`config.mk`:
```
export PLATFORM = sky130hd
export DESIGN_NAME = ypab_front
export DESIGN_NICKNAME = d
export VERILOG_FILES = /design/src/hdl/ypab_pkg.sv /design/src/hdl/ypab_front.sv
export SDC_FILE = /design/constraint.sdc
export NUM_CORES = 1
export LEC_CHECK = 0
export BUFFER_PORTS_ARGS = -buffer_cell sky130_fd_sc_hd__buf_2
export CORE_ASPECT_RATIO = 0.6
export CORE_MARGIN = 5
export CORE_UTILIZATION = 50
export CTS_CLUSTER_SIZE = 30
export DETAILED_ROUTE_END_ITERATION = 10
export PLACE_DENSITY = 0.67
export SYNTH_ARGS = -nofsm -noshare
export SYNTH_HDL_FRONTEND = slang
export SYNTH_SLANG_ARGS = --single-unit
```
`constraint.sdc`:
```
create_clock -name clk -period 2.9 [get_ports clk]
set_input_delay 0.145 -clock clk [delete_from_list [all_inputs] [get_ports clk]]
set_output_delay 0.145 -clock clk [all_outputs]
set_load 0.03 [all_outputs]
```
`src/hdl/ypab_pkg.sv`:
```
// shared types and constants for the ycbcr pair alpha blend / unblend block
// no dependencies
`default_nettype none

package ypab_pkg;

    localparam int BYTE_W     = 8;
    localparam int LANES      = 4;
    localparam int WORD_W     = BYTE_W * LANES;
    localparam int WEIGHT_W   = BYTE_W + 1;
    localparam int DIV_STEPS  = 2;
    localparam int DIV_STAGES = WORD_W / DIV_STEPS;

    localparam logic [WEIGHT_W-1:0] FULL_WEIGHT = WEIGHT_W'(256);

    localparam int CFG_INDEX_W = 2;
    localparam logic [CFG_INDEX_W-1:0] CFG_BLEND_MODE = 2'd0;
    localparam logic [CFG_INDEX_W-1:0] CFG_FILL_COLOR = 2'd1;
    localparam logic [CFG_INDEX_W-1:0] CFG_ALPHA      = 2'd2;

    localparam logic [BYTE_W-1:0] ALPHA_RESET = 8'd128;

    // per byte lane working state of the divider chain
    typedef struct packed {
        logic [WORD_W-1:0] num;
        logic [BYTE_W-1:0] rem;
        logic [BYTE_W-1:0] quo;
        logic [BYTE_W-1:0] mix;
    } lane_t;

    typedef lane_t [LANES-1:0] word_t;

endpackage

`default_nettype wire

```
`src/hdl/ypab_front.sv`:
```
// input stages: per-lane products, then blend byte and wrapped unblend numerator
// depends on ypab_pkg
`default_nettype none

module ypab_front
(
    input  wire logic                               clk,
    input  wire logic                               rst_n,
    input  wire logic                               en,
    input  wire logic                               in_valid,
    input  wire logic [ypab_pkg::WORD_W-1:0]        in_pixel,
    input  wire logic [ypab_pkg::WORD_W-1:0]        fill_color,
    input  wire logic [ypab_pkg::BYTE_W-1:0]        alpha,
    input  wire logic [ypab_pkg::WEIGHT_W-1:0]      weight,
    output logic                                    out_valid,
    output ypab_pkg::word_t                         out_word
);

    localparam int PROD_CA_W = 2 * ypab_pkg::BYTE_W;
    localparam int PROD_PW_W = ypab_pkg::BYTE_W + ypab_pkg::WEIGHT_W;
    localparam int SUM_W     = PROD_PW_W + 1;

    logic                                                  s1_valid_reg;
    logic [ypab_pkg::LANES-1:0][ypab_pkg::BYTE_W-1:0]      s1_pix_reg;
    logic [ypab_pkg::LANES-1:0][PROD_CA_W-1:0]             s1_ca_reg;
    logic [ypab_pkg::LANES-1:0][PROD_PW_W-1:0]             s1_pw_reg;
    logic                                                  s2_valid_reg;
    ypab_pkg::word_t                                       s2_word_reg;
    ypab_pkg::word_t                                       s2_word_next;
    logic [ypab_pkg::LANES-1:0][SUM_W-1:0]                 sum;

    always_ff @(posedge clk or negedge rst_n)
    begin
        if (!rst_n)
        begin
            s1_valid_reg <= 1'b0;
            s2_valid_reg <= 1'b0;
        end
        else if (en)
        begin
            s1_valid_reg <= in_valid;
            s2_valid_reg <= s1_valid_reg;
        end
    end

    always_ff @(posedge clk)
    begin
        if (en)
        begin
            for (int i = 0; i < ypab_pkg::LANES; i++)
            begin
                s1_pix_reg[i] <= in_pixel[i*ypab_pkg::BYTE_W +: ypab_pkg::BYTE_W];
                s1_ca_reg[i]  <= fill_color[i*ypab_pkg::BYTE_W +: ypab_pkg::BYTE_W] * alpha;
                s1_pw_reg[i]  <= in_pixel[i*ypab_pkg::BYTE_W +: ypab_pkg::BYTE_W] * weight;
            end
            s2_word_reg <= s2_word_next;
        end
    end

    always_comb
    begin
        for (int i = 0; i < ypab_pkg::LANES; i++)
        begin
            sum[i] = SUM_W'(s1_ca_reg[i]) + SUM_W'(s1_pw_reg[i]);
            s2_word_next[i].mix = sum[i][ypab_pkg::BYTE_W +: ypab_pkg::BYTE_W];
            // pixel*256 - color*alpha, wrapping modulo 2^32
            s2_word_next[i].num =
                {{(ypab_pkg::WORD_W-PROD_CA_W){1'b0}}, s1_pix_reg[i], {ypab_pkg::BYTE_W{1'b0}}}
                - {{(ypab_pkg::WORD_W-PROD_CA_W){1'b0}}, s1_ca_reg[i]};
            s2_word_next[i].rem = '0;
            s2_word_next[i].quo = '0;
        end
    end

    assign out_valid = s2_valid_reg;
    assign out_word  = s2_word_reg;

endmodule

`default_nettype wire

```
==> results.cfg <==
[worst_setup_path]
r2r-end = out_word[222]
cp.arrival_ns = 3.92
cp-start-kind = primary input
rr_worst_depth = 6
r2r_slack_ns = 0.21
worstSetupPathType = in -> reg
required_ns = 3.21
crit_fanout = 8
critPathCaptureType = register
r2r_start = s1_ca_reg[50]

[sta]
finalClockSkew_ns = 0.0163
fmax_ghz = 0.277
min_period_over_period = 1.24
final_hold_viol_count = 0
worst_slack_ns = -0.709
tightest_slew_ns = 0.722
setup-tns-final_ns = -30.76
finalCriticalPeriod_ns = 3.61
maxSlewViolCount = 0
rsz0062_at_grt = true
relSlewSlack = 0.519
finalSetupViolations = 71

[placed_design]
place_congestion = 0.908
hpwl_um = 61400
io_buffers = 245
dp_slack_ns = -1.51

[die]
design.core.area_mm2 = 0.0595
io_pins = 310
die_w_um = 327
row_count = 69
dieArea_mm2 = 0.0655
die_y_um = 200
start_util = 0.507

[synthesis]
synth.distinct_cells = 72
synthArstFlopShare = 0.00763
synth_seq_area_share = 0.260
syn-instance-count = 2965
synth-edff-count = 260
syn-cell-area_mm2 = 0.0302
synth_flop_cell = edfxtp_1
syn_avg_cell_area_um2 = 10.2
synth-seq-cells = 262
yosysWarnings = 0

[detailed_routing]
wl_per_cell_um = 17.8
ant_nets = 0
vias = 22900
vias_per_cell = 5.21
drtIter0Drc = 1221
routed_wl_um = 78100
drc = 0
dr.pass1.iters = 5

[worst_hold_path]
hold_class = in -> reg
min_from = in_pixel[11]
worstHoldEndpoint = s1_pix_reg[11]
holdPathStages = 2

[clocking]
cts_inserted_buffers = 26
clk_pin_slew_ns = 0.06
cts_sinks = 262
htreeDepth = 1
root_buffer = clkbuf_16
cts_tree = yes
clk_latency_ns = 0.56
cts_buffer_depth = 3

[cells_and_area]
register_area_mm2 = 0.00786
insertedDiodeCount = 0
multiInputGateArea_mm2 = 0.0213
final_common_cell = inv_1
largest_reg_flops = 100
layout_common_cells = inv_1, and2_1, buf_4
nNetsFinal = 4362
filler_cell_count = 4549
synthToLayoutAreaGrowth_pct = 28.3
drive_above_1_share = 0.302

[flow_run]
cap_violations = 0

[power]
p_leak_nw = 18.5
p_per_area_mw_per_mm2 = 903
ir_drop_mv = 0.794

[grt]
grt_pass1_vias = 24700
antenna_found_initial = 0
grt_overflow = 0
grt_max_degree = 75
grt_pass1_wl_um = 127000
grt_use_total = 0.236

[run_status]
violations = setup timing
outcome = finished, violations left
[cell families after synthesis]
| logic type | share of synthesized area |
|---|---|
| simple gates | 0.152 |
| fa+ha+maj | 0.360 |
| buf+inv | 0.0998 |
| compound gates | 0.0751 |
| flops | 0.260 |
| xor+xnor | 0.0505 |
| mux | 0.00141 |
| other cells | 0.000124 |
[synthesized netlist by cell type (55+ instances only)]
cell	n	area (um^2)
xnor2_1	123	1080
o21ai_0	57	285
nor2_1	83	312
inv_1	499	1870
and2_1	436	2730
clkbuf_1	55	206
ha_1	376	4700
a21oi_1	91	455
edfxtp_1	260	7810
buf_4	124	931
nand2_1	156	586
fa_1	308	6170
[cell type report]
cell class | instances | area share
clock buffers | 37 | 0.0184
clock inverters | 10 | 0.00272
inverters | 499 | 0.0484
multi-input cells | 2088 | 0.551
flip-flops and latches | 262 | 0.203
well taps | 781 | 0.0252
repair buffers | 716 | 0.151
[where the power goes]
group          switching [mW]  internal [mW]  leakage (nW)
clock                    1.50           1.89         0.400
sequential              0.938           6.56          2.56
combinational            12.8           11.3          15.6
[worst max-delay path by stage]
stage,start,to,cells past startpoint
after CTS,alpha[3],s1_ca_reg[47],17
after global placement,alpha[3],s1_ca_reg[47],17
after floorplan,alpha[2],s1_ca_reg[63],16
after detailed placement,alpha[3],s1_ca_reg[63],14
final,alpha[3],s1_ca_reg[46],17
after global routing,alpha[3],s1_ca_reg[46],17
[worst max-delay path, cell delays in order]
cell      delay (ns)
buf_16          0.13
buf_6           0.11
and2_4          0.13
fa_1            0.51
inv_2           0.04
fa_1            0.52
inv_1           0.05
fa_1            0.48
inv_1           0.05
fa_1            0.49
inv_2           0.04
ha_4            0.15
or3_4           0.42
nand2b_4        0.16
o211ai_1        0.21
mux2i_1         0.22
nand2_1         0.07
[routing by layer]
layer | routed length, um | global-route usage | part of all wire | up-vias
li1 | - | - | - | 10800
met1 | 34100 | 0.324 | 0.44 | 11400
met2 | 37800 | 0.403 | 0.48 | 581
met3 | 4390 | 0.0345 | 0.056 | 120
met4 | 1910 | 0.0513 | 0.024 | 0
met5 | 0 | 0 | 0 | -
[through the flow]
step / instances / hold slack (ns) / utilization / power [mW] / area (um^2)
CTS: 4383 / 0.000697 / 0.640 / 33.9 / 38100
detailed placement: 4250 / -0.0664 / 0.593 / 28.9 / 35300
global route: 4393 / 0.00732 / 0.651 / 37.6 / 38700
finish: 4393 / 0.0241 / 0.651 / 34.9 / 38700
floorplan: 3028 / -0.151 / - / 22.2 / 31500
global placement: 4250 / -0.0703 / 0.593 / 28.2 / 35300
[what timing repair did]
action	CTS	global route
buffers inserted	67	19
gates resized for setup	289	128
pin swaps	158	72
endpoints found under the hold margin	21	0
cloned	7	0
hold buffers	21	0
setup endpoints to repair	78	76
Power figures use the tool's default switching activity.
