<file path="src/hdl/ypab_pkg.sv">
// shared types and constants for the ycbcr pair alpha blend / unblend block
// no dependencies
`default_nettype none

package ypab_pkg;

    localparam int BYTE_W     = 8;
    localparam int LANES      = 4;
    localparam int WORD_W     = BYTE_W * LANES;
    localparam int WEIGHT_W   = BYTE_W + 1;
    localparam int DIV_STEPS  = 2;
    localparam int DIV_STAGES = WORD_W / DIV_STEPS;

    localparam logic [WEIGHT_W-1:0] FULL_WEIGHT = WEIGHT_W'(256);

    localparam int CFG_INDEX_W = 2;
    localparam logic [CFG_INDEX_W-1:0] CFG_BLEND_MODE = 2'd0;
    localparam logic [CFG_INDEX_W-1:0] CFG_FILL_COLOR = 2'd1;
    localparam logic [CFG_INDEX_W-1:0] CFG_ALPHA      = 2'd2;

    localparam logic [BYTE_W-1:0] ALPHA_RESET = 8'd128;

    // per byte lane working state of the divider chain
    typedef struct packed {
        logic [WORD_W-1:0] num;
        logic [BYTE_W-1:0] rem;
        logic [BYTE_W-1:0] quo;
        logic [BYTE_W-1:0] mix;
    } lane_t;

    typedef lane_t [LANES-1:0] word_t;

endpackage

`default_nettype wire

</file>
<file path="src/hdl/ypab_out_skid.sv">
// output register with a skid entry; its full flag stalls the whole pipeline
// depends on ypab_pkg
`default_nettype none

module ypab_out_skid
(
    input  wire logic                               clk,
    input  wire logic                               rst_n,
    input  wire logic                               in_valid,
    input  wire logic [ypab_pkg::WORD_W-1:0]        in_data,
    output logic                                    en,
    output logic                                    m_tvalid,
    input  wire logic                               m_tready,
    output logic [ypab_pkg::WORD_W-1:0]             m_tdata
);

    logic                                           out_valid_reg;
    logic [ypab_pkg::WORD_W-1:0]                    out_data_reg;
    logic                                           skid_valid_reg;
    logic [ypab_pkg::WORD_W-1:0]                    skid_data_reg;

    always_ff @(posedge clk or negedge rst_n)
    begin
        if (!rst_n)
        begin
            out_valid_reg  <= 1'b0;
            skid_valid_reg <= 1'b0;
        end
        else if (skid_valid_reg)
        begin
            if (m_tready)
            begin
                out_valid_reg  <= 1'b1;
                skid_valid_reg <= 1'b0;
            end
        end
        else if (!out_valid_reg || m_tready)
        begin
            out_valid_reg <= in_valid;
        end
        else if (in_valid)
        begin
            skid_valid_reg <= 1'b1;
        end
    end

    always_ff @(posedge clk)
    begin
        if (skid_valid_reg)
        begin
            if (m_tready)
            begin
                out_data_reg <= skid_data_reg;
            end
        end
        else if (!out_valid_reg || m_tready)
        begin
            out_data_reg <= in_data;
        end
        else
        begin
            skid_data_reg <= in_data;
        end
    end

    assign en       = !skid_valid_reg;
    assign m_tvalid = out_valid_reg;
    assign m_tdata  = out_data_reg;

endmodule

`default_nettype wire

</file>
<file path="config.mk">
export PLATFORM = sky130hd
export DESIGN_NAME = ypab_out_skid
export DESIGN_NICKNAME = d
export VERILOG_FILES = /design/src/hdl/ypab_pkg.sv /design/src/hdl/ypab_out_skid.sv
export SDC_FILE = /design/constraint.sdc
export NUM_CORES = 1
export LEC_CHECK = 0
export BUFFER_PORTS_ARGS = -buffer_cell sky130_fd_sc_hd__buf_2
export CORE_UTILIZATION = 51
export CTS_CLUSTER_SIZE = 20
export DETAILED_ROUTE_END_ITERATION = 16
export GPL_ROUTABILITY_DRIVEN = 0
export PLACE_DENSITY = 0.79
export SLEW_MARGIN = 5
export SYNTH_ARGS = -nofsm -noshare
export SYNTH_HDL_FRONTEND = slang
export SYNTH_SLANG_ARGS = --single-unit
export TNS_END_PERCENT = 1
</file>
<file path="constraint.sdc">
create_clock -name clk -period 3.25 [get_ports clk]
set_input_delay 0.1625 -clock clk [delete_from_list [all_inputs] [get_ports clk]]
set_output_delay 0.1625 -clock clk [all_outputs]
set_load 0.01 [all_outputs]
</file>
==> impl_metrics.csv, run 1 <==
group,metric,value,unit
routing,wire_per_inst,14.9,um
sta,relSlewSlack,40.1,%
hold_path,hp-start,"in_data[7]",
die,die_h,72.5,um
sta,whs,24.0,ps
critical_path,path_cells,"o21bai_4",
routing,ant_nets,0,
die,pin_count,70,
clock_tree,htreeDepth,3,
critical_path,end_kind,"flop",
grt,grt_pass1_vias,1218,
clock_tree,clock-sinks,66,
finish,mostFrequentLayoutCells,"69 x buf_2, 64 x edfxtp_1, 25 x mux2_4",
placed_design,hpwlAfterDp,2640,um
synth,syn_area,0.00253,mm^2
synth,syn_avg_cell_area,23.0,um^2
routing,vias,1234,
hold_path,min_path_type,"in2reg",
critical_path,cp_slowest_cell,"o21bai_4",
critical_path,cpLargestDelayFamily,"compound AO/OA/AOI/OAI gates",
sta,rsz0062_at_grt,"false",
placed_design,placed_area,0.00293,mm^2
critical_path,rr_startpoint,"skid_valid_reg",
placed_design,io_buffers,69,
sta,period_needed,1720,ps
clock_tree,cts_tree,"done",
synth,ys_warn_count,0,
sta,tightestPinTransition,896,ps
routing,drt_iter0_markers,65,
sta,fin_ws,1530,ps
finish,fin_nets,225,
sta,hold_viol,0,
critical_path,worst_r2r_endpoint,"m_tdata[31]",
synth,syn-num-nets,146,
die,initial_core_util,53.3,%
finish,layout_commonest_cell,"buf_2",
finish,diodes,0,
critical_path,reg2reg_slack,1530,ps
clock_tree,cts_setup_buffers,0,
critical_path,cp.required,3210,ps
sta,fin_tns_setup,0,ps
finish,instances_no_fill,261,
sta,drv_slew,0,
power,leakage,1.24,nW
critical_path,reg2reg_depth,1,
critical_path,path_buf_inv,0,
power,vdd_drop_max,0.394,mV
clock_tree,ctsResizeCount,0,
power,p_total,1.83,mW
placed_design,dp_cells,243,
finish,fin_area,0.00311,mm^2
sta,setup_viol,0,
finish,final_core_util,65.4,%
critical_path,arrival,1680,ps
finish,area_growth,22.7,%
routing,vias_per_cell,4.73,
grt,grt_overflow_total,0,
finish,drive_gt1_share,61.3,%
critical_path,cp_max_fo,32,
grt,grt_first_pass_wirelength,5810,um
die,die_w,72.5,um
clock_tree,hold_buffers,2,
synth,ys_seq_area_share,77.9,%
grt,antenna_found_initial,0,
synth,yosys.cell_types.count,13,
sta,fin_skew,4.59,ps
placed_design,place_ws,1500,ps
hold_path,hold_end,"skid_data_reg[7]",
die,coreArea,0.00475,mm^2
hold_path,hold_depth,1,
power,cellPowerDensity,588,mW/mm^2
clock_tree,cts_buffers,9,
job,cap_violations,0,
sta,finalCritPeriodShare,53.0,%
critical_path,slowest_delay,780,ps
critical_path,path_class,"reg2reg",
clock_tree,clock_latency,330,ps
routing,drc,0,
grt,grt_usage,16.1,%
routing,firstDrtPassIters,4,
synth,ys_ff_latch,66,
routing,wl,3890,um
clock_tree,clockBufferDepth,2,
clock_tree,cts-root-buf,"clkbuf_8",
synth,synthCells,110,
grt,grt_start_max_net_pins,33,
die,die_area,0.00525,mm^2
clock_tree,clkTransAtPathRegs,70,ps
critical_path,start_kind,"flop",
die,rows,25,
run_status,run_status,"complete, no violations",
sta,clock.fmax,581,MHz
-- final cells by class --
class	instances	area, um^2
clock inverter	6	33.8
clock buffer	10	128
fill	341	1650
tap	67	83.8
timing repair buffer	72	373
sequential	66	1970
multi-input combinational	39	513
inverter	1	3.75
-- routing by layer --
layer / global-route usage (%) / up-vias / wire, um / share of wire [%]
met2: 24.2 / 50 / 1930 / 50
met3: 7.22 / 7 / 271 / 7.0
li1: - / 589 / - / -
met1: 19.6 / 588 / 1650 / 42
met4: 8.50 / 0 / 41 / 1.1
met5: 0 / - / 0 / 0
-- cells by family (layout without fill, tap and decap cells) --
kind of cell | after synthesis | after routing | synth area share [%]
and+or+nand+nor | 4 | 4 | 0.692
muxes | 33 | 33 | 18.3
buffers and inverters | 5 | 89 | 2.62
DFF | 66 | 66 | 77.9
AOI/OAI and AO/OA | 2 | 2 | 0.494
-- worst max-delay path by stage --
stage / startpoint / endpoint / depth (start not counted)
2_1_floorplan: skid_valid_reg / m_tdata[0] / 3
3_3_place_gp: skid_valid_reg / m_tdata[12] / 1
3_5_place_dp: skid_valid_reg / m_tdata[2] / 1
4_1_cts: skid_valid_reg / m_tdata[30] / 1
5_1_grt: skid_valid_reg / m_tdata[6] / 1
6_report: skid_valid_reg / m_tdata[31] / 1
-- synthesized netlist by cell type, drive strengths merged --
cell type | number | share of area [%]
o21bai | 1 | 0.30
buf | 4 | 2.5
nand2 | 1 | 0.15
edfxtp | 64 | 76
inv | 1 | 0.15
dfrtp | 2 | 2.0
mux2i | 1 | 0.40
mux2 | 32 | 18
a21oi | 1 | 0.20
nor2 | 2 | 0.30
nand2b | 1 | 0.25
-- where the power goes --
| group | switching [mW] | internal (mW) |
|---|---|---|
| combinational | 0.103 | 0.108 |
| sequential | 0.0270 | 1.03 |
| clock | 0.292 | 0.270 |
| total | 0.422 | 1.41 |
(Power assumes the default switching activity.)
==> run 2, diff against run 1 <==
clock period = 1.7 ns   (was 3.25 ns; I/O delays follow)
==> impl_metrics.csv, run 2 (same netlist as run 1, synthesis figures left out) <==
group,metric,value,unit
sta,clock.fmax,693,MHz
power,combPwrFrac,14.4,%
power,cellPowerDensity,1020,mW/mm^2
grt,grt_pass1_vias,1490,
finish,fill_cells,314,
routing,drt_iter0_markers,74,
finish,drive_gt1_share,52.8,%
routing,drc,0,
grt,grt_usage,19.2,%
grt,grt_overflow_total,0,
sta,drv_slew,0,
finish,diodes,0,
sta,tightestPinTransition,333,ps
sta,period_needed,1440,ps
die,initial_core_util,53.3,%
critical_path,cp.required,1780,ps
power,p_int,2.75,mW
sta,rsz0062_at_grt,"false",
power,leakage,1.42,nW
grt,antenna_found_initial,0,
power,p_sw,0.804,mW
placed_design,io_buffers,69,
routing,wire_per_inst,15.2,um
clock_tree,clockBufferDepth,2,
routing,wl,4540,um
finish,area_growth,38.3,%
critical_path,end_kind,"flop",
job,cap_violations,0,
sta,fin_tns_setup,0,ps
routing,firstDrtPassIters,4,
finish,mostFrequentLayoutCells,"69 x buf_2, 64 x edfxtp_1, 35 x dlygate4sd3_1",
critical_path,path_class,"reg2reg",
power,swShare,22.6,%
clock_tree,cts_setup_buffers,0,
die,die_w,72.5,um
clock_tree,cts-root-buf,"clkbuf_8",
routing,vias,1387,
grt,grt_start_max_net_pins,29,
critical_path,cp_max_fo,11,
clock_tree,clock-sinks,66,
critical_path,arrival,1520,ps
hold_path,min_path_type,"in2async",
clock_tree,clkTransAtPathRegs,60,ps
finish,layout_commonest_cell,"buf_2",
sta,finalCritPeriodShare,84.8,%
die,pin_count,70,
die,die_area,0.00525,mm^2
routing,vias_per_cell,4.65,
placed_design,hpwlAfterDp,2880,um
power,p_clk_share,29.0,%
clock_tree,clock_latency,330,ps
power,p_total,3.56,mW
critical_path,start_kind,"flop",
clock_tree,ctsResizeCount,0,
die,coreArea,0.00475,mm^2
power,pwr-share-seq,56.6,%
sta,relSlewSlack,77.8,%
clock_tree,cts_buffers,9,
run_status,run_status,"complete, no violations",
sta,hold_viol,0,
grt,grt_first_pass_wirelength,7090,um
clock_tree,htreeDepth,3,
finish,seq_area,0.00197,mm^2
finish,fin_nets,263,
sta,fin_skew,5.16,ps
finish,multi_input_area,513,um^2
die,die_h,72.5,um
die,rows,25,
routing,ant_nets,0,
placed_design,placed_area,0.00300,mm^2
clock_tree,hold_buffers,35,
sta,setup_viol,0,
power,vdd_drop_max,0.658,mV
finish,fin_area,0.00350,mm^2
clock_tree,cts_tree,"done",
run 2: through the flow:
step                instances  utilization, %  worst slack, ps  hold WS [ps]
finish                    298            73.7              258          58.8
global route              298            73.7              213          63.0
CTS                       298            73.7              264          47.7
detailed placement        248            63.1              270          -128
global placement          248            63.1              306          -129
floorplan                 110               -             -218          -211
run 2: path summary, 6_finish.rpt:
check / slack [ps] / start / to / cells past startpoint
max: 260 / skid_valid_reg / m_tdata[18] / 2
min: 60 / rst_n / skid_valid_reg / 2
max reg2reg: 260 / skid_valid_reg / m_tdata[18] / 2
min reg2reg: 550 / skid_data_reg[17] / m_tdata[17] / 1
max in group asynchronous: 1540 / rst_n / skid_valid_reg / 2
min in group clk: 480 / in_data[19] / skid_data_reg[19] / 2
run 2: cell type report:
class                           count  area share, %
Sequential cell                    66           56.3
Timing Repair Buffer              110           22.2
Multi-Input combinational cell     39           14.6
Clock buffer                       10           3.64
Tap cell                           67           2.39
Clock inverter                      5          0.643
Inverter                            1          0.107
run 2: power by group through the flow:
stage          logic [mW]  registers, mW  clock network [mW]
2_1_floorplan       0.225           2.08                   0
3_5_place_dp        0.449           2.05                   0
4_1_cts             0.512           2.01                1.06
3_3_place_gp        0.432           2.04                   0
6_report            0.511           2.01                1.03
5_1_grt             0.545           2.03                1.13
run 2: per-layer routing:
metal	share of wire (%)	vias up	GRT usage [%]
li1	-	667	-
met1	39	666	20.6
met2	55	47	34.6
met3	4.6	7	6.25
met4	1.5	0	8.50
met5	0	-	0
run 2: critical path, stage by stage (launching register included):
cell	delay [ps]
dfrtp_2	570
buf_4	300
mux2_4	320
