==> src/hdl/ypab_pkg.sv <==
// shared types and constants for the ycbcr pair alpha blend / unblend block
// no dependencies
`default_nettype none

package ypab_pkg;

    localparam int BYTE_W     = 8;
    localparam int LANES      = 4;
    localparam int WORD_W     = BYTE_W * LANES;
    localparam int WEIGHT_W   = BYTE_W + 1;
    localparam int DIV_STEPS  = 2;
    localparam int DIV_STAGES = WORD_W / DIV_STEPS;

    localparam logic [WEIGHT_W-1:0] FULL_WEIGHT = WEIGHT_W'(256);

    localparam int CFG_INDEX_W = 2;
    localparam logic [CFG_INDEX_W-1:0] CFG_BLEND_MODE = 2'd0;
    localparam logic [CFG_INDEX_W-1:0] CFG_FILL_COLOR = 2'd1;
    localparam logic [CFG_INDEX_W-1:0] CFG_ALPHA      = 2'd2;

    localparam logic [BYTE_W-1:0] ALPHA_RESET = 8'd128;

    // per byte lane working state of the divider chain
    typedef struct packed {
        logic [WORD_W-1:0] num;
        logic [BYTE_W-1:0] rem;
        logic [BYTE_W-1:0] quo;
        logic [BYTE_W-1:0] mix;
    } lane_t;

    typedef lane_t [LANES-1:0] word_t;

endpackage

`default_nettype wire

==> src/hdl/ypab_div_stage.sv <==
// one restoring division stage, DIV_STEPS quotient bits for each byte lane
// depends on ypab_pkg
`default_nettype none

module ypab_div_stage
(
    input  wire logic                               clk,
    input  wire logic                               rst_n,
    input  wire logic                               en,
    input  wire logic                               in_valid,
    input  wire ypab_pkg::word_t                    in_word,
    input  wire logic [ypab_pkg::WEIGHT_W-1:0]      divisor,
    output logic                                    out_valid,
    output ypab_pkg::word_t                         out_word
);

    logic                                           valid_reg;
    ypab_pkg::word_t                                word_reg;
    ypab_pkg::word_t                                word_next;
    logic [ypab_pkg::WEIGHT_W-1:0]                  trial;
    logic [ypab_pkg::WEIGHT_W-1:0]                  diff;
    logic                                           qbit;

    always_comb
    begin
        word_next = in_word;
        trial     = '0;
        diff      = '0;
        qbit      = 1'b0;
        for (int i = 0; i < ypab_pkg::LANES; i++)
        begin
            for (int s = 0; s < ypab_pkg::DIV_STEPS; s++)
            begin
                trial = {word_next[i].rem, word_next[i].num[ypab_pkg::WORD_W-1]};
                diff  = trial - divisor;
                qbit  = (trial >= divisor);
                word_next[i].rem = qbit ? diff[ypab_pkg::BYTE_W-1:0]
                                        : trial[ypab_pkg::BYTE_W-1:0];
                word_next[i].num = {word_next[i].num[ypab_pkg::WORD_W-2:0], 1'b0};
                word_next[i].quo = {word_next[i].quo[ypab_pkg::BYTE_W-2:0], qbit};
            end
        end
    end

    always_ff @(posedge clk or negedge rst_n)
    begin
        if (!rst_n)
        begin
            valid_reg <= 1'b0;
        end
        else if (en)
        begin
            valid_reg <= in_valid;
        end
    end

    always_ff @(posedge clk)
    begin
        if (en)
        begin
            word_reg <= word_next;
        end
    end

    assign out_valid = valid_reg;
    assign out_word  = word_reg;

endmodule

`default_nettype wire

==> config.mk <==
export PLATFORM = sky130hd
export DESIGN_NAME = ypab_div_stage
export DESIGN_NICKNAME = d
export VERILOG_FILES = /design/src/hdl/ypab_pkg.sv /design/src/hdl/ypab_div_stage.sv
export SDC_FILE = /design/constraint.sdc
export NUM_CORES = 1
export LEC_CHECK = 0
export ABC_CLOCK_PERIOD_IN_PS = 1400
export BUFFER_PORTS_ARGS = -buffer_cell sky130_fd_sc_hd__buf_2
export CORE_AREA = 8 8 174 176
export CTS_BUF_LIST = sky130_fd_sc_hd__clkbuf_16
export DETAILED_ROUTE_END_ITERATION = 16
export DIE_AREA = 0 0 182 184
export PLACE_DENSITY = 0.7
export SYNTH_ARGS = -nofsm -noshare
export SYNTH_HDL_FRONTEND = slang
export SYNTH_SLANG_ARGS = --single-unit
==> constraint.sdc <==
create_clock -name clk -period 1.4 [get_ports clk]
set_clock_uncertainty 0.2 [all_clocks]
set_input_delay 0.14 -clock clk [delete_from_list [all_inputs] [get_ports clk]]
set_output_delay 0.14 -clock clk [all_outputs]
set_load 0.01 [all_outputs]
==> reports/results.ini, run 1 <==
[sta]
fin_hold_ws_ns=-0.0437
final.setup.tns_ns=-71.28
grt_setup_unrepaired=yes
max_freq_ghz=0.285
slew_violations=0
fin_crit_sh_pct=250
timing.final.crit_period_ns=3.51
hold_viol_final=4
worst_slack_ns=-2.11
timing.final.setup_violations=84

[logic_synthesis]
most_used_flip_flop_cell_after_synthesis=sky130_fd_sc_hd__edfxtp_1
dominant_combinational_cell_family_by_area_after_synthesis=adder cells
yosysSeqAreaShare_pct=63.7
async_reset_ff_share_pct=0.461
number_of_flops_mapped_to_enable_cells_by_yosys=216
synthesis.instances=685
synth.cell_area_sq_um=10200
simple_gate_share_of_the_synthesized_area_pct=5.54
synthesized_area_fraction_occupied_by_xor_and_xnor_cells_pct=3.00
post_synth_num_cell_types=62
ys_warn_count=0
syn_area_per_cell_sq_um=14.9
synth.mux.area_fraction_pct=6.30
synthesized_area_fraction_occupied_by_ao_oa_aoi_and_oai_cells_pct=8.76
synth-adder-area-share_pct=10.4
synth_seq_cells=217

[die]
design.portCount=462
die_h_um=184
design.core.area_sq_um=27500
design.die.area_sq_um=33500
die_w_um=182
num_rows=61
initial_utilization_pct=37.2

[placement]
numPlacedInstances=1673
detailedPlace.worstSlack_ns=-2.70
io_buffer_count=445
dp_hpwl_mm=29.8
place.gp.congestion=0.987

[drt]
drt_first_pass_iters=5
post_drt_wl_per_cell_um=22.1
finalWirelength_mm=42.7
dr_total_vias=9518
drt_iter0_markers=550
drt-vias-per-instance=4.93
route.antenna.remaining_nets=0
drc=0

[final_layout]
area_growth_syn_to_layout_pct=77.1
finalNetCount=1882
stdcell_count=1931
nFillCells=1965
multi_input_gate_area_in_the_final_layout_sq_um=4080
drive_gt1_share_pct=53.0
register_area_sq_um=6510

[setup_path]
crit_chain=buf_6 -> clkinvlp_4 -> buf_12 -> ha_4 -> nor2b_4 -> o31a_1 -> o21a_1 -> o22ai_4 -> buf_4 -> mux2_2 -> ha_1 -> a21oi_1 -> a21oi_1 -> a2111o_2 -> mux2_4
criticalPathCategory=primary input to flop
worst-endpoint-arrival_ns=3.58
worst_setup_path_end_kind=flop
critical-path-slowest-cell=sky130_fd_sc_hd__a2111o_2
critical_path.startpoint_type=primary input
critical-path-max-stage-delay_ns=0.48
worst_path_most_repeated_cell=sky130_fd_sc_hd__a21oi_1
cp_max_fo=8
critical_path_required_ns=1.47

[pwr]
cellPowerDensity_nw_per_um2=1150
totalPowerFinal_w=0.0208
power.static_leakage_nw=8.04
ir_drop_v=0.000910

[status]
status=finished with violations
failing_checks=hold timing, setup timing

[grt]
grt_pass1_vias=9912
grt_antenna_before_repair=7
met1_usage_pct=25.5
grt_use_total_pct=23.6
grt_remaining_overflow=0
grt_max_degree=46
grt_most_used_layer=met2
grtUsageMet3_pct=6.54
grt_first_pass_wirelength_mm=60.1
global_route.usage.met2_pct=42.2

[cts]
clk_path_buf_depth=3
clock-root-buffer=sky130_fd_sc_hd__clkbuf_16
cts_tree=done
cts_max_level=1
cts-buffers-inserted=24
cts_hold_buffers=184
cts_num_sinks=217
clk_pin_slew_ns=0.06
clk_latency_ns=0.51

[run]
timing.max_cap.violations=0

[hold_path]
worstHoldPathType=primary input to flop

## stage by stage
stage / utilization (%) / instance area (sq um)
after floorplan: - / 10400
after global placement: 53.2 / 14600
after detailed placement: 53.2 / 14600
after CTS: 64.4 / 17700
after global routing: 65.8 / 18100
final: 65.8 / 18100
## registers in the layout, indices dropped and copies added, names as in the netlist
name       flops
out_word     216
out_valid      1
## logic make-up after synthesis
kind of cell             Yosys count
other                              1
flip-flops                       217
buffers and inverters             52
adder cells (fa/ha/maj)           80
AO/OA/AOI/OAI                    131
XOR/XNOR                          35
AND/OR/NAND/NOR                  111
multiplexers                      58
## placed cells by master, fill, tap and decap left out, types with 5 or more instances in the layout
master	n
sky130_fd_sc_hd__clkinv_1	6
sky130_fd_sc_hd__nor2b_1	10
sky130_fd_sc_hd__nand4_1	6
sky130_fd_sc_hd__buf_6	49
sky130_fd_sc_hd__mux2_2	35
sky130_fd_sc_hd__a21oi_1	36
sky130_fd_sc_hd__conb_1	8
sky130_fd_sc_hd__o21bai_1	6
sky130_fd_sc_hd__a211oi_2	5
sky130_fd_sc_hd__xnor2_1	18
sky130_fd_sc_hd__o21ai_0	14
sky130_fd_sc_hd__buf_4	208
sky130_fd_sc_hd__nor2_2	5
sky130_fd_sc_hd__diode_2	5
sky130_fd_sc_hd__ha_4	17
sky130_fd_sc_hd__xor2_1	17
sky130_fd_sc_hd__clkbuf_16	24
sky130_fd_sc_hd__mux2i_1	6
sky130_fd_sc_hd__edfxtp_1	216
sky130_fd_sc_hd__nor3_1	5
sky130_fd_sc_hd__nand2_1	21
sky130_fd_sc_hd__fa_1	7
sky130_fd_sc_hd__nor2b_4	5
sky130_fd_sc_hd__a21o_1	7
sky130_fd_sc_hd__o21a_1	10
sky130_fd_sc_hd__a21oi_2	8
sky130_fd_sc_hd__nand3_1	9
sky130_fd_sc_hd__dlygate4sd3_1	184
sky130_fd_sc_hd__buf_2	405
sky130_fd_sc_hd__inv_1	38
sky130_fd_sc_hd__buf_12	10
sky130_fd_sc_hd__ha_1	51
sky130_fd_sc_hd__nor2_1	26
sky130_fd_sc_hd__mux2_4	15
## final timing paths
| check | from | to | slack (ns) | cells past startpoint |
|---|---|---|---|---|
| max in group asynchronous | rst_n | out_valid | 0.64 | 3 |
| min in group asynchronous | rst_n | out_valid | 0.26 | 3 |
| hold reg to reg | out_valid | out_valid | 0.34 | 1 |
| setup / recovery | divisor[1] | out_word[22] | -2.11 | 15 |
| setup reg to reg | out_valid | out_valid | 0.44 | 1 |
| hold / removal | in_word[17] | out_word[19] | -0.04 | 3 |
## repair_timing
item	CTS	global route
gates resized for setup	88	75
endpoints found under the setup margin	133	209
buffers inserted	18	11
gates cloned	1	0
endpoints found under the hold margin	292	5
pin swaps	11	18
## layer usage
layer	up-vias	part of all wire, %
met4	6	5.1
met2	449	51
li1	4392	-
met5	-	0.084
met1	4564	36
met3	107	7.8
## power by group
group	total, W	leakage, nW	internal, W	switching, W
combinational	0.00683	5.56	0.00370	0.00314
sequential	0.00826	2.13	0.00802	0.000245
clock	0.00569	0.356	0.00312	0.00257
## critical path, delay by kind of cell
| family | cells | cell delay [ns] |
|---|---|---|
| AO/OA/AOI/OAI | 6 | 1.50 |
| adder cells (fa/ha/maj) | 2 | 0.53 |
| buffers and inverters | 4 | 0.60 |
| multiplexers | 2 | 0.68 |
| AND/OR/NAND/NOR | 1 | 0.12 |
## synth_stat cells (all sizes together) (7+ instances only)
cell type,count,area [sq um]
nand3,11,55.1
xnor2,18,158
mux2i,8,80.1
buf,10,70.1
inv,41,154
xor2,17,149
ha,72,901
mux2,50,563
nand2,23,86.3
a21oi,46,238
a211oi,7,57.6
a21o,7,52.6
fa,8,160
o21ai,22,118
edfxtp,216,6490
nor2b,16,100
nor2,32,123
o21a,10,75.1
## layout make-up
class / count / area share, %
sequential: 217 / 36.0
timing repair buffer: 857 / 34.3
multi-input combinational: 424 / 22.5
clock buffer: 24 / 3.32
tap: 346 / 2.39
inverter: 41 / 0.913
clock inverter: 17 / 0.533
antenna: 5 / 0.0692
No activity file was read; power rests on OpenSTA's default activity.
==> run 2, diff against run 1 <==
CORE_AREA = 10 10 171 173   (was 8 8 174 176)
DIE_AREA = 0 0 181 183   (was 0 0 182 184)
PLACE_DENSITY = 0.73   (was 0.7)
SKIP_CTS_REPAIR_TIMING = 1   (was default)
==> reports/results.ini, run 2 (synthesis results as in run 1) <==
[cts]
clk_latency_ns=0.52  ; about the same
cts_max_level=1  ; unchanged
cts-buffers-inserted=25  ; +4.2%
clock-root-buffer=sky130_fd_sc_hd__clkbuf_16
clk_path_buf_depth=3  ; unchanged
cts_num_sinks=217  ; unchanged
clk_pin_slew_ns=0.06  ; about the same
cts_tree=done

[final_layout]
fin_area_sq_um=18000  ; -0.26%
final_core_utilization_pct=70.0  ; +4.2 points
finalNetCount=1871  ; -0.58%
drive_gt1_share_pct=52.7  ; -0.30 points
largest_register_ffs=216  ; unchanged
area_growth_syn_to_layout_pct=76.6
layout_commonest_cell=sky130_fd_sc_hd__buf_2
stdcell_count=1912  ; -0.98%
nFillCells=1775  ; -9.7%
mostFrequentLayoutCells=sky130_fd_sc_hd__buf_2, sky130_fd_sc_hd__edfxtp_1, sky130_fd_sc_hd__buf_4

[drt]
drt_first_pass_iters=5  ; unchanged
drt-vias-per-instance=4.96  ; +0.57%
route.antenna.remaining_nets=0  ; unchanged
post_drt_wl_per_cell_um=22.9  ; +3.7%
drt_iter0_markers=588  ; +6.9%
finalWirelength_mm=43.8  ; +2.7%
drc=0  ; unchanged
dr_total_vias=9478  ; -0.42%

[placement]
numPlacedInstances=1651  ; -1.3%
io_buffer_count=445  ; unchanged
placed_cell_area_sq_um=14500  ; -0.83%
place.gp.congestion=0.897  ; -9.1%
dp_hpwl_mm=31.3  ; +5.0%

[setup_path]
worst_path_dominant_cell_family=compound AO/OA/AOI/OAI gates
r2r_end=out_valid
critical_path_required_ns=1.48  ; about the same
crit_chain=buf_8 -> clkinvlp_4 -> buf_6 -> ha_4 -> nor2b_4 -> o31a_1 -> o21a_1 -> o22ai_4 -> mux2i_2 -> ha_1 -> nor2b_4 -> o31a_1 -> nor2_2 -> a211oi_2 -> a2111o_2 -> mux2_4
critical-path-max-stage-delay_ns=0.57  ; +0.09 ns
timing.reg2reg.worst_path_depth=1  ; unchanged
buf_inv_on_cp=3  ; -1
critical-path-slowest-cell=sky130_fd_sc_hd__a2111o_2
worst-endpoint-arrival_ns=3.61  ; +0.03 ns
ff2ff_setup_slack_ns=0.44  ; about the same
critical_path.startpoint_type=primary input
cp_max_fo=8  ; unchanged
critical_path.reg2reg.startpoint=out_valid
criticalPathCategory=primary input to flop
worst_setup_path_end_kind=flop

[pwr]
cellPowerDensity_nw_per_um2=1190  ; +3.9%
power.share.sequential_pct=38.3  ; -1.5 points
clock_power_share_pct=30.2  ; +2.8 points
totalPowerFinal_w=0.0215  ; +3.6%
ir_drop_v=0.00117  ; +28%
switching_share_pct=28.0  ; -0.61 points
internal-power_w=0.0155  ; +4.5%
combinationalPowerShare_pct=31.5  ; -1.4 points
power.static_leakage_nw=8.01  ; -0.37%
p_switching_w=0.00604  ; +1.4%

[die]
die_w_um=181  ; -0.55%
die_h_um=183  ; -0.54%
design.die.area_sq_um=33100  ; -1.1%
initial_utilization_pct=39.6  ; +2.5 points
num_rows=59  ; -3.3%
design.core.area_sq_um=25800  ; -6.2%
design.portCount=462  ; unchanged

[hold_path]
hold_path_startpoint=in_word[20]
worstHoldPathType=primary input to flop
hold_path_end=out_word[22]
min_delay_path_depth=3  ; unchanged

[grt]
grt_max_degree=57  ; +24%
grt_first_pass_wirelength_mm=54.3  ; -9.7%
grt_use_total_pct=21.4  ; -2.1 points
grt_antenna_before_repair=5  ; -2
grt_remaining_overflow=0  ; unchanged
grt_pass1_vias=8594  ; -13%

[run]
timing.max_cap.violations=0  ; unchanged

[sta]
timing.final.setup_violations=99  ; +18%
final.setup.tns_ns=-72.67  ; -1.39 ns
hold_viol_final=10  ; +6
grt_setup_unrepaired=yes
max_freq_ghz=0.283  ; -0.81%
timing.final.crit_period_ns=3.53  ; +0.0285 ns
fin_crit_sh_pct=252  ; +2.0 points
slew_violations=0  ; unchanged
worst_slack_ns=-2.13  ; -0.0285 ns
fin_hold_ws_ns=-0.0825  ; -0.0388 ns

[status]
failing_checks=hold timing, setup timing
status=finished with violations

==> run 2: cell types whose count changed in the layout (fill, tap and decap cells not counted), moves of 4 or more <==
| cell | previous run | this run |
|---|---|---|
| sky130_fd_sc_hd__buf_6 | 49 | 42 |
| sky130_fd_sc_hd__ha_4 | 17 | 21 |
| sky130_fd_sc_hd__buf_2 | 405 | 421 |
| sky130_fd_sc_hd__clkinvlp_4 | 3 | 7 |
| sky130_fd_sc_hd__buf_4 | 208 | 187 |
==> run 2: power groups by stage <==
stage / Sequential (W) / Combinational, W / Clock [W]
CTS: 0.00820 / 0.00560 / 0.00663
finish: 0.00825 / 0.00678 / 0.00651
floorplan: 0.00872 / 0.00239 / 0
global placement: 0.00831 / 0.00545 / 0
detailed placement: 0.00832 / 0.00556 / 0
global route: 0.00831 / 0.00728 / 0.00692
==> run 2: stage by stage <==
step                      worst slack [ns]  hold slack, ns
after floorplan                      -2.63          -0.356
after global placement               -2.62          -0.284
after detailed placement             -2.71          -0.282
after CTS                            -2.16          -0.844
after global routing                 -2.28         -0.0927
final                                -2.13         -0.0825
==> run 2: worst max path at each step <==
stage | from | to | slack (ns) | cells past startpoint
floorplan | divisor[1] | out_word[17] | -2.63 | 15
global placement | divisor[1] | out_word[17] | -2.62 | 16
detailed placement | divisor[1] | out_word[23] | -2.71 | 16
CTS | divisor[1] | out_word[23] | -2.16 | 16
global route | divisor[1] | out_word[18] | -2.28 | 16
finish | divisor[1] | out_word[18] | -2.13 | 16
==> run 2: metal layers <==
| layer | wire length, um | share of wire, % | GRT usage, % |
|---|---|---|---|
| met5 | 26 | 0.059 | 0 |
| met4 | 1600 | 3.6 | 6.25 |
| met3 | 3540 | 8.1 | 7.11 |
| met2 | 22600 | 51 | 37.9 |
| met1 | 16100 | 37 | 24.2 |
==> run 2: final cells by class <==
| class | instances | area [sq um] | share of cell area (%) |
|---|---|---|---|
| Multi-Input combinational cell | 423 | 4070 | 22.5 |
| Antenna cell | 5 | 12.5 | 0.0693 |
| Sequential cell | 217 | 6510 | 36.1 |
| Clock buffer | 25 | 626 | 3.47 |
| Timing Repair Buffer | 846 | 6040 | 33.5 |
| Clock inverter | 20 | 194 | 1.07 |
| Tap cell | 335 | 419 | 2.32 |
| Inverter | 41 | 169 | 0.936 |
==> run 3, diff against run 2 <==
CORE_AREA = 10 10 172 174   (was 10 10 171 173)
CTS_BUF_LIST = sky130_fd_sc_hd__clkbuf_2   (was sky130_fd_sc_hd__clkbuf_16)
DIE_AREA = 0 0 182 184   (was 0 0 181 183)
==> reports/results.ini, run 3 <==
[die]
design.portCount=462  ; unchanged
die_h_um=184  ; +0.55%
initial_utilization_pct=39.4  ; -0.23 points
die_w_um=182  ; +0.55%
num_rows=59  ; unchanged

[logic_synthesis]
ys_warn_count=0  ; unchanged
synth.largest_area_cell=sky130_fd_sc_hd__edfxtp_1
yosysSeqAreaShare_pct=63.7  ; unchanged
most_frequent_cell_after_synthesis=sky130_fd_sc_hd__edfxtp_1
number_of_flops_mapped_to_enable_cells_by_yosys=216  ; unchanged
synth_seq_cells=217  ; unchanged
most_used_flip_flop_cell_after_synthesis=sky130_fd_sc_hd__edfxtp_1
synth_common_cells=sky130_fd_sc_hd__edfxtp_1, sky130_fd_sc_hd__ha_1, sky130_fd_sc_hd__mux2_2
synthesis.instances=685  ; unchanged
synthDominantCellAreaShare_pct=63.5  ; unchanged
synth.cell_area_sq_um=10200  ; unchanged
syn_area_per_cell_sq_um=14.9  ; unchanged
post_synth_num_cell_types=62  ; unchanged
async_reset_ff_share_pct=0.461  ; unchanged
yosys-top-cells-area=sky130_fd_sc_hd__edfxtp_1, sky130_fd_sc_hd__ha_1, sky130_fd_sc_hd__mux2_2

[sta]
repair-timing-grt-worst-ep=out_word[19]$_DFFE_PP_/D
kind_of_the_worst_endpoint=register data pin

[placement]
place.gp.congestion=0.943  ; +5.1%
dp_hpwl_mm=31.5  ; +0.56%
io_buffer_count=445  ; unchanged
detailedPlace.worstSlack_ns=-2.68  ; +0.0310 ns

[cts]
cts-buffers-inserted=55  ; +120%
cts_num_sinks=217  ; unchanged
clk_path_buf_depth=3  ; unchanged
clock-root-buffer=sky130_fd_sc_hd__clkbuf_2
cts_max_level=2  ; +1

[status]
status=stopped before the end
error_message=[ERROR RSZ-0060] Max buffer count reached.
outcome.stop_stage=global routing

[grt]
grt_max_degree=61

-- run 3: cell families after synthesis --
logic type | Yosys count | synth area share [%]
AOI/OAI and AO/OA | 131 | 8.76
muxes | 58 | 6.30
adders and majority gates | 80 | 10.4
buffers and inverters | 52 | 2.24
and+or+nand+nor | 111 | 5.54
DFF | 217 | 63.7
xor gates and xnor gates | 35 | 3.00
other | 1 | 0.0367
-- run 3: stage by stage --
stage / instances / util [%] / cell area, sq um
CTS: 1751 / 57.8 / 15000
detailed placement: 1659 / 56.0 / 14500
global placement: 1659 / 56.0 / 14500
floorplan: 692 / - / 10400
==> run 4, diff against run 3 <==
CORE_AREA = default   (was 10 10 172 174)
CORE_MARGIN = 10   (was default)
CORE_UTILIZATION = 40   (was default)
CTS_BUF_LIST = default   (was sky130_fd_sc_hd__clkbuf_2)
DIE_AREA = default   (was 0 0 182 184)
PLACE_DENSITY = default   (was 0.73)
PLACE_DENSITY_LB_ADDON = 0.15   (was default)
==> reports/results.ini, run 4 (synthesis results as in run 1) <==
[cts]
clk_path_buf_depth=3  ; unchanged
cts-buffers-inserted=24  ; -56%
clock-root-buffer=sky130_fd_sc_hd__clkbuf_16
cts_tree=done
cts_num_sinks=217  ; unchanged
cts_max_level=1  ; -1
clk_pin_slew_ns=0.06
clk_latency_ns=0.52

[drt]
drc=0
drt_first_pass_iters=5
post_drt_wl_per_cell_um=21.8
dr_total_vias=9438
drt-vias-per-instance=4.94
route.antenna.remaining_nets=0
finalWirelength_mm=41.7
drt_iter0_markers=646

[final_layout]
drive_gt1_share_pct=52.5
finalNetCount=1879
area_growth_syn_to_layout_pct=75.9
nFillCells=1696
largest_register_ffs=216
mostFrequentLayoutCells=sky130_fd_sc_hd__buf_2, sky130_fd_sc_hd__edfxtp_1, sky130_fd_sc_hd__buf_4
layout_commonest_cell=sky130_fd_sc_hd__buf_2

[pwr]
totalPowerFinal_w=0.0214
power.static_leakage_nw=8.01
ir_drop_v=0.000966
cellPowerDensity_nw_per_um2=1190
internal-power_w=0.0155
switching_share_pct=27.8
clock_power_share_pct=29.4
combinationalPowerShare_pct=32.0
p_switching_w=0.00594
power.share.sequential_pct=38.5

[sta]
timing.final.crit_period_ns=3.45
worst_slack_ns=-2.05
grt_setup_unrepaired=yes
slew_violations=0
fin_hold_ws_ns=-0.0521
fin_crit_sh_pct=246
timing.final.setup_violations=84
hold_viol_final=6
max_freq_ghz=0.290

[die]
initial_utilization_pct=40.6  ; +1.1 points
die_w_um=180  ; -1.2%
design.die.area_sq_um=32300
design.core.area_sq_um=25200
die_h_um=180  ; -2.3%
design.portCount=462  ; unchanged
num_rows=58  ; -1.7%

[placement]
place.gp.congestion=0.899  ; -4.6%
detailedPlace.worstSlack_ns=-2.67  ; +0.00419 ns
dp_hpwl_mm=29.9  ; -4.9%
io_buffer_count=445  ; unchanged

[status]
status=finished with violations
failing_checks=hold timing, setup timing

[setup_path]
critical_path_required_ns=1.46
critical_path.startpoint_type=primary input
worst_setup_path_end_kind=flop
worst-endpoint-arrival_ns=3.51
criticalPathCategory=primary input to flop
cp_max_fo=5

[grt]
grt_use_total_pct=21.3
grt_first_pass_wirelength_mm=53.4
grt_remaining_overflow=0
grt_pass1_vias=8513
grt_antenna_before_repair=5
grt_max_degree=57

[run]
timing.max_cap.violations=0

[hold_path]
worstHoldPathType=primary input to flop

-- run 4: metal layers --
metal / track usage, % / wire length (um) / up-vias
li1: - / - / 4382
met3: 5.78 / 2630 / 63
met5: 0 / 51 / -
met4: 6.05 / 1090 / 6
met1: 24.1 / 15800 / 4604
met2: 38.3 / 22100 / 383
-- run 4: metrics by stage --
stage / setup TNS (ns) / instances / utilization [%] / instance area (sq um)
after global placement: -95.40 / 1665 / 58.0 / 14600
after detailed placement: -96.64 / 1665 / 58.0 / 14600
after global routing: -78.71 / 1911 / 71.3 / 18000
after floorplan: -91.72 / 692 / - / 10400
after CTS: -75.98 / 1708 / 61.0 / 15400
final: -70.62 / 1911 / 71.3 / 18000
-- run 4: worst paths after layout --
path / to / slack, ns / depth (start not counted) / from
min in group asynchronous: out_valid / 0.27 / 3 / rst_n
max in group asynchronous: out_valid / 0.61 / 3 / rst_n
worst min register to register: out_valid / 0.42 / 1 / out_valid
worst max register to register: out_valid / 0.38 / 1 / out_valid
worst max-delay path: out_word[189] / -2.05 / 16 / divisor[1]
worst min-delay path: out_word[22] / -0.05 / 3 / in_word[20]
-- run 4: area by class of cell --
| cell class | instances | area (sq um) | area share, % |
|---|---|---|---|
| antenna | 2 | 5.00 | 0.0279 |
| clock buffer | 29 | 619 | 3.45 |
| clock inverter | 14 | 155 | 0.864 |
| inverter | 41 | 161 | 0.898 |
| multi-input combinational | 425 | 4040 | 22.5 |
| sequential | 217 | 6510 | 36.2 |
| tap | 330 | 413 | 2.30 |
| timing repair buffer | 853 | 6060 | 33.7 |
-- run 4: power by group through the flow --
| stage | clock, W | combinational (W) | sequential [W] |
|---|---|---|---|
| 2_1_floorplan | 0 | 0.00239 | 0.00872 |
| 3_3_place_gp | 0 | 0.00558 | 0.00830 |
| 3_5_place_dp | 0 | 0.00565 | 0.00831 |
| 4_1_cts | 0.00639 | 0.00568 | 0.00819 |
| 5_1_grt | 0.00666 | 0.00739 | 0.00830 |
| 6_report | 0.00629 | 0.00685 | 0.00825 |
-- run 4: critical path, cell delays in order --
cell,delay (ns)
sky130_fd_sc_hd__buf_6,0.08
sky130_fd_sc_hd__clkinvlp_4,0.19
sky130_fd_sc_hd__ha_4,0.28
sky130_fd_sc_hd__nor2b_4,0.13
sky130_fd_sc_hd__o311ai_4,0.24
sky130_fd_sc_hd__a211oi_2,0.14
sky130_fd_sc_hd__nor3b_4,0.28
sky130_fd_sc_hd__buf_4,0.16
sky130_fd_sc_hd__mux2_4,0.32
sky130_fd_sc_hd__ha_4,0.22
sky130_fd_sc_hd__o21a_1,0.20
sky130_fd_sc_hd__o31ai_4,0.08
sky130_fd_sc_hd__nand3_2,0.16
sky130_fd_sc_hd__a221oi_4,0.38
sky130_fd_sc_hd__o31ai_4,0.18
sky130_fd_sc_hd__mux2_4,0.34
